## config.mk

```make
export PLATFORM = sky130hd
export DESIGN_NAME = strict_priority_multi_queue_unit
export DESIGN_NICKNAME = d
export VERILOG_FILES = /design/src/design/spmq_pkg.sv /design/src/design/spmq_ram.sv /design/src/design/spmq_ctrl.sv /design/src/design/spmq_datapath.sv /design/src/design/strict_priority_multi_queue_unit.sv
export SDC_FILE = /design/constraint.sdc
export NUM_CORES = 2
export LEC_CHECK = 0
export BUFFER_PORTS_ARGS = -buffer_cell sky130_fd_sc_hd__buf_2
export CAP_MARGIN = 0
export CORE_UTILIZATION = 59
export CTS_CLUSTER_SIZE = 25
export DETAILED_ROUTE_END_ITERATION = 10
export GPL_TIMING_DRIVEN = 0
export PLACE_DENSITY = 0.76
export REMOVE_ABC_BUFFERS = 1
export SYNTH_ARGS = -nofsm -noshare
export SYNTH_HDL_FRONTEND = slang
export SYNTH_SLANG_ARGS = --single-unit
```

## constraint.sdc

```tcl
create_clock -name clk -period 9.8 [get_ports clk]
set_clock_uncertainty 0.1 [all_clocks]
set_input_delay 0.49 -clock clk [delete_from_list [all_inputs] [get_ports clk]]
set_output_delay 0.49 -clock clk [all_outputs]
set_load 0.005 [all_outputs]
```

## src/design/spmq_pkg.sv

```systemverilog
// Package for the strict priority multi-queue unit: field widths, command and
// status codes, default sizes and the controller-to-datapath command bundle.
// Depends on nothing.
`default_nettype none

package spmq_pkg;

  // Default sizes of the queue storage.
  localparam int LEVELS_DEFAULT = 8;
  localparam int DEPTH_DEFAULT  = 16;

  // Fixed widths of the item fields.
  localparam int CMD_W    = 2;
  localparam int TASK_W   = 16;
  localparam int PRIO_W   = 4;
  localparam int STATUS_W = 2;
  localparam int TOTAL_W  = 8;
  localparam int LCOUNT_W = 5;

  typedef enum logic [CMD_W-1:0] {
    CMD_ADD    = 2'd0,
    CMD_PEEK   = 2'd1,
    CMD_REMOVE = 2'd2,
    CMD_QUERY  = 2'd3
  } cmd_t;

  typedef enum logic [STATUS_W-1:0] {
    ST_OK    = 2'd0,
    ST_EMPTY = 2'd1,
    ST_FULL  = 2'd2
  } status_t;

  // One strobe per datapath step, driven by the controller.
  typedef struct packed {
    logic capture;
    logic select;
    logic access;
    logic report;
  } ctrl_cmd_t;

endpackage

`default_nettype wire

```

## src/design/spmq_ram.sv

```systemverilog
// Generic single-port RAM with a registered read, used for the task storage.
// Depends on nothing.
`default_nettype none

module spmq_ram #(
  parameter int WIDTH = 16,
  parameter int DEPTH = 128
) (
  input  wire logic                     clk,
  input  wire logic                     we,
  input  wire logic [$clog2(DEPTH)-1:0] addr,
  input  wire logic [WIDTH-1:0]         wdata,
  output logic      [WIDTH-1:0]         rdata
);

  logic [WIDTH-1:0] mem [DEPTH];

  always_ff @(posedge clk) begin
    if (we) begin
      mem[addr] <= wdata;
    end
    rdata <= mem[addr];
  end

endmodule

`default_nettype wire

```

## src/design/spmq_ctrl.sv

```systemverilog
// Controller of the strict priority multi-queue unit: sequences each item
// through select, access and report steps. Depends on spmq_pkg.
`default_nettype none

module spmq_ctrl
  import spmq_pkg::*;
(
  input  wire logic clk,
  input  wire logic rst,
  input  wire logic start,
  output logic      busy,
  output logic      done,
  output ctrl_cmd_t ctrl
);

  typedef enum logic [1:0] {
    S_IDLE,
    S_SELECT,
    S_ACCESS,
    S_REPORT
  } state_t;

  state_t state;

  always_ff @(posedge clk) begin
    if (rst) begin
      state <= S_IDLE;
      busy  <= 1'b0;
      done  <= 1'b0;
    end else begin
      done <= 1'b0;
      unique case (state)
        S_IDLE: begin
          if (start) begin
            state <= S_SELECT;
            busy  <= 1'b1;
          end
        end
        S_SELECT: begin
          state <= S_ACCESS;
        end
        S_ACCESS: begin
          state <= S_REPORT;
        end
        S_REPORT: begin
          state <= S_IDLE;
          busy  <= 1'b0;
          done  <= 1'b1;
        end
        default: begin
          state <= S_IDLE;
          busy  <= 1'b0;
        end
      endcase
    end
  end

  always_comb begin
    ctrl.capture = (state == S_IDLE) && start;
    ctrl.select  = (state == S_SELECT);
    ctrl.access  = (state == S_ACCESS);
    ctrl.report  = (state == S_REPORT);
  end

endmodule

`default_nettype wire

```

## src/design/spmq_datapath.sv

```systemverilog
// Datapath of the strict priority multi-queue unit: per-level ring pointers
// and fill counts, the level selector, the task storage and the result
// registers. Depends on spmq_pkg and spmq_ram.
`default_nettype none

module spmq_datapath
  import spmq_pkg::*;
#(
  parameter int NUM_LEVELS  = LEVELS_DEFAULT,
  parameter int LEVEL_DEPTH = DEPTH_DEFAULT
) (
  input  wire logic                clk,
  input  wire logic                rst,
  input  wire ctrl_cmd_t           ctrl,
  input  wire logic [CMD_W-1:0]    cmd,
  input  wire logic [TASK_W-1:0]   task_id,
  input  wire logic [PRIO_W-1:0]   priority_req,
  output logic      [STATUS_W-1:0] status,
  output logic      [TASK_W-1:0]   out_task_id,
  output logic      [PRIO_W-1:0]   out_priority,
  output logic                     all_empty,
  output logic      [TOTAL_W-1:0]  total_count,
  output logic      [LCOUNT_W-1:0] level_count
);

  localparam int LW = (NUM_LEVELS > 1) ? $clog2(NUM_LEVELS) : 1;
  localparam int IW = $clog2(LEVEL_DEPTH);
  localparam int FW = $clog2(LEVEL_DEPTH + 1);
  localparam int SW = FW + 1;
  localparam int SLOTS = NUM_LEVELS * LEVEL_DEPTH;
  localparam int AW = $clog2(SLOTS);
  localparam int TW = $clog2(SLOTS + 1);

  // Captured item.
  cmd_t              cmd_q;
  logic [TASK_W-1:0] tid_q;
  logic [PRIO_W-1:0] preq_q;

  // Per-level ring state.
  logic [IW-1:0] head [NUM_LEVELS];
  logic [FW-1:0] fill [NUM_LEVELS];
  logic [TW-1:0] total;

  logic [LW-1:0] lv;
  logic          found;
  logic          rd_ok_q;
  status_t       st_q;

  logic [PRIO_W-1:0] preq_m1;
  logic [LW-1:0]     preq_lv;
  logic              preq_valid;
  logic [LW-1:0]     top;
  logic              any_held;
  logic [LW-1:0]     rd_idx;
  logic [IW-1:0]     head_rd;
  logic [FW-1:0]     fill_rd;
  logic              add_ok;
  logic              rd_ok;
  logic [SW-1:0]     pos_sum;
  logic [IW-1:0]     tail_pos;
  logic [IW-1:0]     slot;
  logic [AW-1:0]     ram_addr;
  logic              ram_we;
  logic [TASK_W-1:0] ram_rdata;

  assign preq_m1    = preq_q - PRIO_W'(1);
  assign preq_lv    = LW'(preq_m1);
  assign preq_valid = (preq_q != '0) && (int'(preq_q) <= NUM_LEVELS);

  // Most urgent non-empty level: lowest index wins.
  always_comb begin
    top      = '0;
    any_held = 1'b0;
    for (int i = NUM_LEVELS - 1; i >= 0; i--) begin
      if (fill[i] != '0) begin
        top      = LW'(i);
        any_held = 1'b1;
      end
    end
  end

  // One read port on the level state, chosen by step.
  assign rd_idx  = ctrl.report ? preq_lv : lv;
  assign head_rd = head[rd_idx];
  assign fill_rd = fill[rd_idx];

  assign add_ok = (cmd_q == CMD_ADD) && found && (fill_rd < FW'(LEVEL_DEPTH));
  assign rd_ok  = ((cmd_q == CMD_PEEK) || (cmd_q == CMD_REMOVE)) && found;

  // Tail position; head plus fill stays below twice the depth.
  always_comb begin
    pos_sum = SW'(head_rd) + SW'(fill_rd);
    if (pos_sum >= SW'(LEVEL_DEPTH)) begin
      tail_pos = IW'(pos_sum - SW'(LEVEL_DEPTH));
    end else begin
      tail_pos = IW'(pos_sum);
    end
  end

  assign slot     = (cmd_q == CMD_ADD) ? tail_pos : head_rd;
  assign ram_addr = AW'(lv) * AW'(LEVEL_DEPTH) + AW'(slot);
  assign ram_we   = ctrl.access && add_ok;

  spmq_ram #(
    .WIDTH (TASK_W),
    .DEPTH (SLOTS)
  ) u_store (
    .clk   (clk),
    .we    (ram_we),
    .addr  (ram_addr),
    .wdata (tid_q),
    .rdata (ram_rdata)
  );

  // Item capture and level selection.
  always_ff @(posedge clk) begin
    if (ctrl.capture) begin
      cmd_q  <= cmd_t'(cmd);
      tid_q  <= task_id;
      preq_q <= priority_req;
    end
    if (ctrl.select) begin
      if ((cmd_q == CMD_PEEK) || (cmd_q == CMD_REMOVE)) begin
        lv    <= top;
        found <= any_held;
      end else begin
        lv    <= preq_lv;
        found <= preq_valid;
      end
    end
    if (ctrl.access) begin
      rd_ok_q <= rd_ok;
      priority case (1'b1)
        (cmd_q == CMD_ADD):                       st_q <= add_ok ? ST_OK : ST_FULL;
        (cmd_q == CMD_PEEK) || (cmd_q == CMD_REMOVE): st_q <= found ? ST_OK : ST_EMPTY;
        default:                                  st_q <= ST_OK;
      endcase
    end
  end

  // Ring pointers, fill counts and the running total.
  always_ff @(posedge clk) begin
    if (rst) begin
      for (int i = 0; i < NUM_LEVELS; i++) begin
        head[i] <= '0;
        fill[i] <= '0;
      end
      total <= '0;
    end else if (ctrl.access) begin
      if (add_ok) begin
        fill[lv] <= fill_rd + FW'(1);
        total    <= total + TW'(1);
      end else if (rd_ok && (cmd_q == CMD_REMOVE)) begin
        fill[lv] <= fill_rd - FW'(1);
        head[lv] <= (head_rd == IW'(LEVEL_DEPTH - 1)) ? '0 : head_rd + IW'(1);
        total    <= total - TW'(1);
      end
    end
  end

  // Result registers, loaded once the storage read data is back.
  always_ff @(posedge clk) begin
    if (ctrl.report) begin
      status       <= st_q;
      out_task_id  <= rd_ok_q ? ram_rdata : '0;
      out_priority <= rd_ok_q ? PRIO_W'(32'(lv) + 32'd1) : '0;
      all_empty    <= (total == '0);
      total_count  <= TOTAL_W'(total);
      level_count  <= preq_valid ? LCOUNT_W'(fill_rd) : '0;
    end
  end

endmodule

`default_nettype wire

```

## src/design/strict_priority_multi_queue_unit.sv

```systemverilog
// Top level of the strict priority multi-queue unit: a controller and a
// datapath joined by a command bundle. Depends on spmq_pkg, spmq_ctrl and
// spmq_datapath (which holds the spmq_ram storage).
//
//   Channel  | Handshake              | Payload
//   ---------+------------------------+---------------------------------------
//   command  | start, busy            | cmd, task_id, priority_req
//   result   | done (one-cycle strobe)| status, out_task_id, out_priority,
//            |                        | all_empty, total_count, level_count
//
// An item is taken at a rising edge where start is high and busy is low. It
// then runs through select, access and report steps; done pulses for one cycle
// once the report step ends, and busy falls in that same cycle, so a new item
// can be taken there; no new item is taken while one is in flight. These steps
// are set by the single storage port and its registered read after the level
// has been chosen. The receiver cannot stall; results stay on the ports until
// the next item reports. Reset (rst, synchronous) empties every level at once;
// the task storage itself is never cleared and needs no clearing pass.
`default_nettype none

module strict_priority_multi_queue_unit
  import spmq_pkg::*;
#(
  parameter int NUM_LEVELS  = LEVELS_DEFAULT,
  parameter int LEVEL_DEPTH = DEPTH_DEFAULT
) (
  input  wire logic                clk,
  input  wire logic                rst,
  input  wire logic                start,
  output logic                     busy,
  input  wire logic [CMD_W-1:0]    cmd,
  input  wire logic [TASK_W-1:0]   task_id,
  input  wire logic [PRIO_W-1:0]   priority_req,
  output logic                     done,
  output logic      [STATUS_W-1:0] status,
  output logic      [TASK_W-1:0]   out_task_id,
  output logic      [PRIO_W-1:0]   out_priority,
  output logic                     all_empty,
  output logic      [TOTAL_W-1:0]  total_count,
  output logic      [LCOUNT_W-1:0] level_count
);

  // The controller steps each item; the datapath acts on each step strobe.
  ctrl_cmd_t ctrl;

  spmq_ctrl u_ctrl (
    .clk   (clk),
    .rst   (rst),
    .start (start),
    .busy  (busy),
    .done  (done),
    .ctrl  (ctrl)
  );

  // The datapath captures the item, picks the level (the requested one for an
  // add, the most urgent non-empty one for peek and remove), performs the one
  // storage access and loads the result registers.
  spmq_datapath #(
    .NUM_LEVELS  (NUM_LEVELS),
    .LEVEL_DEPTH (LEVEL_DEPTH)
  ) u_datapath (
    .clk          (clk),
    .rst          (rst),
    .ctrl         (ctrl),
    .cmd          (cmd),
    .task_id      (task_id),
    .priority_req (priority_req),
    .status       (status),
    .out_task_id  (out_task_id),
    .out_priority (out_priority),
    .all_empty    (all_empty),
    .total_count  (total_count),
    .level_count  (level_count)
  );

endmodule

`default_nettype wire
```

==> impl_results.md <==
* Status: finished with violations
* Failing checks: max-capacitance violations, max-slew violations
* Initial antenna violation count at 12
* Initial core utilization at 59.46%
* Synth cell count leaders: edfxtp_1 (2185), mux4_2 (530), nand2_1 (273)
* Async set-or-reset flop fraction in the synthesized netlist at 0%
* Synth warnings at 0
* Post-route cell area at 0.1014 sq mm
* Tcrit/Tclk final at 91.42%
* CTS tree: done
* Pre-antenna DRT Iters at 5
* Total Wirelength at 231200 microns
* Cell Area, Synth at 0.08666 sq mm
* Cts repair resizes at 0
* Detail Placement HPWL at 142600 microns
* Vias in the first global route at 46460
* Maxcap violations at 1
* Post-CTS setup buffer count at 0
* CTS Hold Buffers Added at 23
* Layout cell share with drive strength beyond 1 at 28.18%
* DIE AREA at 0.1484 sq mm
* Leak pwr at 32.60 nW
* Core Region at 0.1457 sq mm
* Iter 0 DRT Violations at 6269
* Setup violations, final at 0
* Vias at 46120
* Die Ht at 385.3 microns
* CTS Sinks at 2213
* Largest cells by area after synthesis: edfxtp_1 (76%), mux4_2 (14%), mux2i_1 (1.4%)
* Inserted Clock Buffers at 207
* Total grt overflow at 0
* Die X at 385.3 microns
* Max IR drop VDD at 0.0003052 V
* WS Path Type: reg -> reg
* Top FF cell, synth: edfxtp_1
* Port buffer count at 62
* Worst EP arrival at 9490 ps
* Total design power at 35.47 mW
* Routability cong. at 0.9114
* Area Growth Syn to Fin at 16.96%
* Min cycle time layout at 8959 ps
* Post-synth top area cell: edfxtp_1
* CTS clk-pin slew, worst paths at 60 ps
* Dpl cell area at 0.09417 sq mm
* Type of origin of the critical path: flop
* Hold WS at 101.9 ps
* GRT Total Usage at 31.63%
* Post-route ant nets at 0
* Netlist cell types at 78
* Max Slew Vio Count at 1
* Syn avg cell area at 20.52 sq um
* CTS root buf: clkbuf_16
* Row cnt at 140
* Remaining design rule violation count at 0
* RSZ-0062 raised after global routing: no
* Per-cell routed wire length at 34.70 microns
* Worst-margin pin slew at 1488 ps
* Yosys reg bits at 2213
* Pwr dens at 349.9 mW/mm^2
* Fmax at 111.6 MHz
* Seq/Total Area, Yosys at 76.36%
* R2R Setup Slk at 840 ps
* H-tree Lvls at 4
* Layout net count at 4613
* Setup TNS Final at 0 ps
* Top cell type's share of synthesized area at 75.71%
* EDFF count, synth at 2185
* CP endpoint kind: flop
* Synthesized instance count at 4224
* Crit Path Max Fanout at 40
* Worst Path Required at 10330 ps
* First-pass GRT wire length at 329600 microns
* Pin count of the biggest net entering global routing at 63
* Hold Violations, Final at 0
* Clk_lat worst skew at 850 ps
* IO Pins at 63
* Clock buffer depth at 3
* Cell with the most instances after synthesis: edfxtp_1
* DR vias/cell at 6.922
* Relative slew slack at -1.739%
* Worst min path class: in -> reg
==> cells in the final DEF, fill, tap and decap left out, drive strengths merged, types with 7 or more instances in the layout <==
cell / netlist / final
or4: 9 / 9
dfxtp: 28 / 28
nand3: 64 / 64
o22ai: 38 / 38
inv: 26 / 36
mux2: 10 / 10
o21ai: 34 / 34
clkbuf: 73 / 257
mux2i: 119 / 119
edfxtp: 2185 / 2185
xnor2: 16 / 16
nor3: 9 / 9
dlygate4sd3: 0 / 23
nor2b: 13 / 13
buf: 151 / 334
ha: 19 / 19
a2111oi: 14 / 14
nand2: 276 / 276
a211oi: 19 / 19
clkinv: 0 / 86
and2: 34 / 34
a22oi: 8 / 8
a31oi: 27 / 27
o221ai: 23 / 23
nor2: 272 / 272
o32ai: 7 / 7
bufinv: 0 / 29
nor4: 28 / 28
nand2b: 30 / 30
a21oi: 93 / 93
mux4: 530 / 530
==> area by class of cell <==
class | count | area [sq um]
multi-input combinational | 1761 | 19550
timing repair buffer | 359 | 6201
tap | 1917 | 2399
sequential | 2213 | 66170
antenna | 1 | 2.502
clock buffer | 256 | 5498
fill | 8186 | 44380
clock inverter | 130 | 1441
inverter | 26 | 97.59
==> worst paths after layout <==
| kind | from | to | depth (start not counted) |
|---|---|---|---|
| worst max register to register | u_datapath.preq_q[0] | u_datapath.u_store.rdata[0] | 21 |
| worst min-delay path | rst | u_datapath.total[7] | 2 |
| worst min register to register | u_datapath.st_q[1] | u_datapath.status[1] | 0 |
| worst max-delay path | u_datapath.preq_q[0] | u_datapath.u_store.rdata[0] | 21 |
==> critical path, stage by stage, from the launching register on <==
cell      delay (ps)
edfxtp_1         980
inv_1            310
ha_1             570
nand2b_1         310
nand2_1          380
mux4_2           380
nand2_1           80
nand2_1          350
ha_1             460
nand2_1          110
o21a_4           490
buf_16           320
buf_16           310
buf_16           310
buf_16           300
buf_16           310
buf_16           320
mux4_2           300
mux2i_1           80
o221ai_1         640
o22ai_1          130
nor4_1          1030
==> where the power goes <==
| part | switching [mW] | total [mW] | internal [mW] |
|---|---|---|---|
| registers | 0.177 | 11.2 | 11.0 |
| clock network | 3.52 | 8.27 | 4.75 |
| logic | 9.21 | 16.0 | 6.81 |
| total | 12.9 | 35.5 | 22.6 |
==> flip-flops by register name, indices dropped and copies added, names as in the netlist <==
signal,count
u_datapath.preq_q,4
u_datapath.lv,3
u_datapath.all_empty,1
u_datapath.tid_q,16
u_ctrl.done,1
u_datapath.status,2
u_datapath.out_task_id,16
u_ctrl.busy,1
u_datapath.st_q,2
u_datapath.fill,40
u_datapath.u_store.mem,2048
u_datapath.u_store.rdata,16
u_datapath.out_priority,4
u_datapath.level_count,5
u_datapath.total,8
u_datapath.head,32
u_datapath.cmd_q,2
u_datapath.rd_ok_q,1
u_ctrl.state,2
u_datapath.total_count,8
u_datapath.found,1
==> through the flow <==
stage,utilization (%),setup WS (ps),cells
2_1_floorplan,-,-16090,4000
3_3_place_gp,60.44,-29850,5979
3_5_place_dp,64.62,1084,6252
4_1_cts,69.54,927.7,6661
5_1_grt,69.55,486.3,6662
6_report,69.55,840.8,6663
==> cells by family (layout without fill, tap and decap cells) <==
logic type,Yosys count,count (layout),share of synthesized area [%]
flops,2213,2213,76.36
simple gates,757,757,3.858
mux,659,659,15.31
compound gates,304,304,2.363
buf+inv,250,771,1.597
xor+xnor,21,21,0.2209
fa+ha+maj,20,20,0.2974
other cells,0,1,0
==> metal layers <==
layer,routed length (microns),global-route usage [%],vias up
li1,-,-,18070
met1,78310,40.12,23810
met2,111600,50.07,3486
met3,26680,8.586,734
met4,14320,17.17,26
met5,310,0.6498,-
No activity file was read; power rests on OpenSTA's default activity.
